$ cat src/rtl/nbs_pkg.sv
package nbs_pkg;

  // Default sizing of the block
  localparam int DEF_MAX_WIDTH  = 1024;
  localparam int DEF_MAX_HEIGHT = 1024;
  localparam int DEF_MAX_KERNEL = 15;

  // Field and register widths
  localparam int PIX_W      = 8;
  localparam int CFG_DATA_W = 11;
  localparam int CFG_IDX_W  = 2;
  localparam int KSIZE_W    = 4;
  localparam int KERN_W     = 5;              // holds any kernel side up to 31
  localparam int HIST_DEPTH = 2 ** KERN_W;    // column-sum history along a row

  // Register indexes
  localparam logic [CFG_IDX_W-1:0] REG_WIDTH  = 2'd0;
  localparam logic [CFG_IDX_W-1:0] REG_HEIGHT = 2'd1;
  localparam logic [CFG_IDX_W-1:0] REG_KERNEL = 2'd2;

  // Reset values of the registers
  localparam logic [CFG_DATA_W-1:0] RST_WIDTH  = 11'd256;
  localparam logic [CFG_DATA_W-1:0] RST_HEIGHT = 11'd256;
  localparam logic [KSIZE_W-1:0]    RST_KERNEL = 4'd3;

  // Reciprocals of K*K for odd K = 2*i+1, scaled by 2^24 and rounded up.
  // floor(p * RECIP[i] / 2^24) equals floor(p / (K*K)) for every 8-bit p.
  localparam int RECIP_SHIFT = 24;
  localparam int RECIP_W     = RECIP_SHIFT + 1;
  localparam longint RECIP_ONE = 64'd1 << RECIP_SHIFT;
  localparam logic [RECIP_W-1:0] RECIP [16] = '{
    RECIP_W'((RECIP_ONE +   1 - 1) /   1),
    RECIP_W'((RECIP_ONE +   9 - 1) /   9),
    RECIP_W'((RECIP_ONE +  25 - 1) /  25),
    RECIP_W'((RECIP_ONE +  49 - 1) /  49),
    RECIP_W'((RECIP_ONE +  81 - 1) /  81),
    RECIP_W'((RECIP_ONE + 121 - 1) / 121),
    RECIP_W'((RECIP_ONE + 169 - 1) / 169),
    RECIP_W'((RECIP_ONE + 225 - 1) / 225),
    RECIP_W'((RECIP_ONE + 289 - 1) / 289),
    RECIP_W'((RECIP_ONE + 361 - 1) / 361),
    RECIP_W'((RECIP_ONE + 441 - 1) / 441),
    RECIP_W'((RECIP_ONE + 529 - 1) / 529),
    RECIP_W'((RECIP_ONE + 625 - 1) / 625),
    RECIP_W'((RECIP_ONE + 729 - 1) / 729),
    RECIP_W'((RECIP_ONE + 841 - 1) / 841),
    RECIP_W'((RECIP_ONE + 961 - 1) / 961)
  };

  // Per-pixel control flags handed from the sequencer to the accumulator
  typedef struct packed {
    logic emit;      // pixel completes an output window
    logic last;      // that window is the final one of the frame
    logic col_zero;  // first padded column of a row
    logic col_ge_k;  // a column leaves the window
    logic row_zero;  // first padded row: column sums start from zero
    logic row_ge_k;  // a quotient row leaves the column sums
  } nbs_flags_t;

endpackage

$ cat src/rtl/nbs_seq.sv
module nbs_seq #(
  parameter int MAX_WIDTH  = nbs_pkg::DEF_MAX_WIDTH,
  parameter int MAX_HEIGHT = nbs_pkg::DEF_MAX_HEIGHT,
  parameter int MAX_KERNEL = nbs_pkg::DEF_MAX_KERNEL,
  localparam int PAD_COLS  = MAX_WIDTH + MAX_KERNEL,
  localparam int CW        = $clog2(PAD_COLS),
  localparam int QAW       = $clog2(MAX_KERNEL * PAD_COLS)
) (
  input  logic                              clk,
  input  logic                              rst,
  input  logic                              cfg_en,
  input  logic [nbs_pkg::CFG_IDX_W-1:0]     cfg_index,
  input  logic [nbs_pkg::CFG_DATA_W-1:0]    cfg_data,
  input  logic                              in_valid,
  input  logic [nbs_pkg::PIX_W-1:0]         noise_value,
  input  logic                              take,
  output logic                              in_stall,
  output logic                              issue,
  output logic [nbs_pkg::PIX_W-1:0]         quot,
  output logic [QAW-1:0]                    qaddr,
  output logic [CW-1:0]                     caddr,
  output logic [nbs_pkg::KERN_W-1:0]        k_m1,
  output nbs_pkg::nbs_flags_t               flags
);

  localparam int RW       = $clog2(MAX_HEIGHT + MAX_KERNEL);
  localparam int KMAX_ODD = (MAX_KERNEL % 2 == 1) ? MAX_KERNEL : MAX_KERNEL - 1;
  localparam int PROD_W   = nbs_pkg::RECIP_W + nbs_pkg::PIX_W;

  logic [nbs_pkg::CFG_DATA_W-1:0] image_width;
  logic [nbs_pkg::CFG_DATA_W-1:0] image_height;
  logic [nbs_pkg::KSIZE_W-1:0]    kernel_size;

  logic [CW-1:0]             col;
  logic [RW-1:0]             row;
  logic [nbs_pkg::KERN_W-1:0] slot;
  logic [QAW-1:0]            base;

  logic [CW:0]               w_eff;
  logic [RW:0]               h_eff;
  logic [nbs_pkg::KERN_W-1:0] k_odd;
  logic [nbs_pkg::KERN_W-1:0] k;
  logic [CW:0]               col_inc;
  logic [RW:0]               row_inc;
  logic                      col_wrap;
  logic                      row_wrap;
  logic                      cfg_restart;
  logic [PROD_W-1:0]         prod;

  always_comb begin
    if (image_width == '0) begin
      w_eff = (CW+1)'(1);
    end else if (32'(image_width) > MAX_WIDTH) begin
      w_eff = (CW+1)'(MAX_WIDTH);
    end else begin
      w_eff = (CW+1)'(image_width);
    end
    if (image_height == '0) begin
      h_eff = (RW+1)'(1);
    end else if (32'(image_height) > MAX_HEIGHT) begin
      h_eff = (RW+1)'(MAX_HEIGHT);
    end else begin
      h_eff = (RW+1)'(image_height);
    end
    k_odd = nbs_pkg::KERN_W'(kernel_size) | nbs_pkg::KERN_W'(1);
    k = (32'(k_odd) > KMAX_ODD) ? nbs_pkg::KERN_W'(KMAX_ODD) : k_odd;
  end

  assign k_m1    = k - nbs_pkg::KERN_W'(1);
  assign col_inc = (CW+1)'(col) + (CW+1)'(1);
  assign row_inc = (RW+1)'(row) + (RW+1)'(1);
  assign col_wrap = col_inc >= w_eff + (CW+1)'(k);
  assign row_wrap = row_inc >= h_eff + (RW+1)'(k);

  assign in_stall = !take;
  assign issue    = in_valid && take;

  assign cfg_restart = cfg_en && (cfg_index == nbs_pkg::REG_WIDTH ||
                                  cfg_index == nbs_pkg::REG_HEIGHT ||
                                  cfg_index == nbs_pkg::REG_KERNEL);

  // Divide by K*K through a reciprocal multiply
  assign prod = PROD_W'(noise_value) * PROD_W'(nbs_pkg::RECIP[k[nbs_pkg::KERN_W-1:1]]);
  assign quot = prod[nbs_pkg::RECIP_SHIFT +: nbs_pkg::PIX_W];

  assign qaddr = base + QAW'(col);
  assign caddr = col;

  always_comb begin
    flags.emit     = ((RW+1)'(row) >= (RW+1)'(k_m1)) &&
                     ((RW+1)'(row) <  h_eff + (RW+1)'(k_m1)) &&
                     ((CW+1)'(col) >= (CW+1)'(k_m1)) &&
                     ((CW+1)'(col) <  w_eff + (CW+1)'(k_m1));
    flags.last     = (row_inc == h_eff + (RW+1)'(k_m1)) &&
                     (col_inc == w_eff + (CW+1)'(k_m1));
    flags.col_zero = (col == '0);
    flags.col_ge_k = ((CW+1)'(col) >= (CW+1)'(k));
    flags.row_zero = (row == '0);
    flags.row_ge_k = ((RW+1)'(row) >= (RW+1)'(k));
  end

  always_ff @(posedge clk) begin
    if (rst) begin
      image_width  <= nbs_pkg::RST_WIDTH;
      image_height <= nbs_pkg::RST_HEIGHT;
      kernel_size  <= nbs_pkg::RST_KERNEL;
    end else if (cfg_en) begin
      unique case (cfg_index)
        nbs_pkg::REG_WIDTH:  image_width  <= cfg_data;
        nbs_pkg::REG_HEIGHT: image_height <= cfg_data;
        nbs_pkg::REG_KERNEL: kernel_size  <= cfg_data[nbs_pkg::KSIZE_W-1:0];
        default: ;
      endcase
    end
  end

  always_ff @(posedge clk) begin
    if (rst || cfg_restart) begin
      col  <= '0;
      row  <= '0;
      slot <= '0;
      base <= '0;
    end else if (issue) begin
      if (col_wrap) begin
        col <= '0;
        if (row_wrap) begin
          row  <= '0;
          slot <= '0;
          base <= '0;
        end else begin
          row <= row_inc[RW-1:0];
          if (slot + nbs_pkg::KERN_W'(1) == k) begin
            slot <= '0;
            base <= '0;
          end else begin
            slot <= slot + nbs_pkg::KERN_W'(1);
            base <= base + QAW'(PAD_COLS);
          end
        end
      end else begin
        col <= col_inc[CW-1:0];
      end
    end
  end

endmodule

$ cat config.mk
export PLATFORM = sky130hd
export DESIGN_NAME = nbs_seq
export DESIGN_NICKNAME = d
export VERILOG_FILES = /design/src/rtl/nbs_pkg.sv /design/src/rtl/nbs_seq.sv
export SDC_FILE = /design/constraint.sdc
export NUM_CORES = 1
export LEC_CHECK = 0
export CORE_MARGIN = 2
export CORE_UTILIZATION = 55
export DETAILED_ROUTE_END_ITERATION = 7
export DONT_BUFFER_PORTS = 1
export PLACE_DENSITY = 0.79
export SLEW_MARGIN = 15
export SYNTH_ARGS = -nofsm -noshare
export SYNTH_HDL_FRONTEND = slang
export SYNTH_SLANG_ARGS = --single-unit
$ cat constraint.sdc
create_clock -name clk -period 14.85 [get_ports clk]
set_input_delay 0 -clock clk [delete_from_list [all_inputs] [get_ports clk]]
set_output_delay 0 -clock clk [all_outputs]
set_load 0.05 [all_outputs]
==> metrics.txt <==
Crit Path Max Fanout 26; async set-or-reset flop fraction in the synthesized netlist 0%; 1st-iter DRT viols 647; sequential share of the synthesized area 11.9%; Rows 51; clock latency at the later pin of the worst-skew pair 0.34 ns; core box area 0.0197 mm²; HP Class in -> reg; vias after detailed routing 9,289; top-count cell post-synth inv_1; Worst R2R Setup Slack 10.07 ns; Setup crit start kind register; CTS Root Cell clkbuf_16; GP Congestion 0.897; unrepaired setup endpoints after global routing no; gr ovfl total 0; Sequential Area 0.00132 mm²; nets 1,618; final WL 27.6 mm; syn avg cell area 8.23 µm²; Die W 146 µm; biggest area consumer among synthesized cells fa_1; initial antenna violation count 0; reg-to-reg endpoint base[9]; Slew Viols, Final 0; area taken by multi-input logic gates 0.00880 mm²; H-tree levels 3; Yosys reg bits 66; top-area cell type share of the netlist area 21.8%; Vias/cell 5.77; max-cap violations 0; crit-path cells buf_4 -> nor2_1 -> a21oi_1 -> and2_1 -> fa_1 -> fa_1 -> fa_1 -> inv_1 -> fa_1 -> inv_1 -> ha_1 -> a21oi_1 -> nor2b_1 -> a2111oi_2 -> o211ai_2 -> a41oi_2 -> a21oi_1 -> a21oi_2 -> xor2_1; post-DP HPWL 21.5 mm; Worst EP arrival 7.20 ns; post-cts repair resize count 0; Filler cells 1,732; Leak 5.81 nW; first-pass GRT wire length 46.8 mm; status finished, final reports clean; max_slew headroom 23.0%; drc violations 0; share of layout cells above drive strength 1 3.79%; Setup Skew 0.00720 ns; clk sinks 66; slew of the pin with the lowest slew margin 1.15 ns; drt wl/cell 17.2 µm; Gate Count Post-Synth 1,349; CTS clk-pin slew, worst paths 0.06 ns; worst vdd ir 0.0934 mV; Die Area 0.0213 mm²; Setup crit end kind primary output; commonest register cell after synthesis dfxtp_1; Setup TNS 0 ns; Worst Setup Path Type reg -> out; max frequency 139 MHz; crit share post-route 48.5%; die height 146 µm; CP max-delay cell xor2_1; total power 1.04 mW; largest net degree at the start of global routing 30; most frequent cells after synthesis inv_1, ha_1, nand2_1; minimum clock period 7.20 ns; Worst Hold Launch cfg_index[0]; endpoints failing setup 0; Area Overhead vs Synth 6.31%; ranking of synthesized cells by area fa_1, ha_1, dfxtp_1, inv_1, and2_1; GRT Total Usage 26.4%; Inserted Diodes 0; mapped cell area 0.0111 mm²; CP required 14.85 ns; antenna-violating nets left 0; Critical Path Max Stage Delay 0.80 ns; # port buffers 0; EDFF count, synth 0; WHS Path Cells 3; DR pass1 iterations 5; Num CTS Buffers 9; CP most frequent cell fa_1; final count of hold timing violations 0; r2r startpoint image_height[4]; worst hold endpoint image_width[4]; IO Count 72; deepest clock path buffer count 2; Initial Util 56.5%; Pwr Density 87.7 mW/mm²; r2r worst-path depth 18; number of global-route vias before repair 9,578; Netlist cell types 75; Syn. warnings 0; CTS tree yes
## timing repair
action	in CTS	in global routing
hold endpoints to repair	27	0
hold buffers	13	0
setup endpoints to repair	0	0
buffers inserted	0	0
## cells by family after synthesis
kind of cell             synth area share [%]
XOR/XNOR                                 7.01
other                                  0.0677
adder cells (fa/ha/maj)                  36.6
AO/OA/AOI/OAI                            11.6
buffers and inverters                    9.05
AND/OR/NAND/NOR                          21.6
multiplexers                             2.18
flip-flops                               11.9
## how the worst max path moves through the flow
stage	start	endpoint	slack, ns
after detailed placement	kernel_size[3]	quot[7]	8.04
after global routing	kernel_size[3]	quot[7]	7.25
after CTS	kernel_size[3]	quot[7]	7.68
final	kernel_size[3]	quot[7]	7.65
after global placement	kernel_size[2]	quot[7]	8.13
after floorplan	kernel_size[1]	quot[7]	8.20
## critical path, delay by kind of cell, from the launching register on
family                   cells  cell delay, ns
adder cells (fa/ha/maj)      5            2.36
AO/OA/AOI/OAI                7            2.15
XOR/XNOR                     1            0.80
flip-flops                   1            0.67
buffers and inverters        3            0.49
AND/OR/NAND/NOR              3            0.39
## stage by stage
stage               hold WS, ns  utilization, %  setup WS (ns)  instance area [µm²]  cells
finish                   0.0391            60.0           7.65                11800   1610
global route             0.0716            60.0           7.25                11800   1610
CTS                      0.0374            60.0           7.68                11800   1610
detailed placement       0.0764            57.6           8.04                11300   1581
global placement         0.0739            57.6           8.13                11300   1581
floorplan                 0.118               -           8.20                11100   1351
## registers in the layout, summed over array words and instances (netlist names)
register	flops
base	14
caddr	11
image_height	11
image_width	11
kernel_size	3
row	11
slot	5
## cell type report
cell class / count / area share, %
clock buffer: 10 / 2.03
multi-input combinational: 1031 / 74.6
clock inverter: 6 / 0.965
inverter: 209 / 6.65
timing repair buffer: 23 / 1.74
sequential: 66 / 11.2
tap: 265 / 2.81
## per-layer routing
metal	vias up	part of all wire [%]	GRT usage, %
met2	318	49	45.5
met4	0	2.6	8.64
met5	-	0	0
met1	4504	41	34.0
li1	4411	-	-
met3	56	6.9	4.47
## power by group
group          switching (mW)  total (mW)  internal [mW]
Combinational           0.378       0.595          0.217
Sequential            0.00523       0.185          0.180
Clock                  0.0857       0.255          0.169
## cells in the final DEF (no fill, tap or decap), types with 38 or more instances in the layout
cell / netlist / routed
dfxtp_1: 66 / 66
xnor2_1: 49 / 49
and2_1: 76 / 76
o21ai_0: 56 / 56
inv_1: 209 / 209
xor2_1: 38 / 38
a21oi_1: 51 / 51
fa_1: 121 / 121
nand2_1: 122 / 122
ha_1: 131 / 131
nor2_1: 78 / 78
Power figures use the tool's default switching activity.
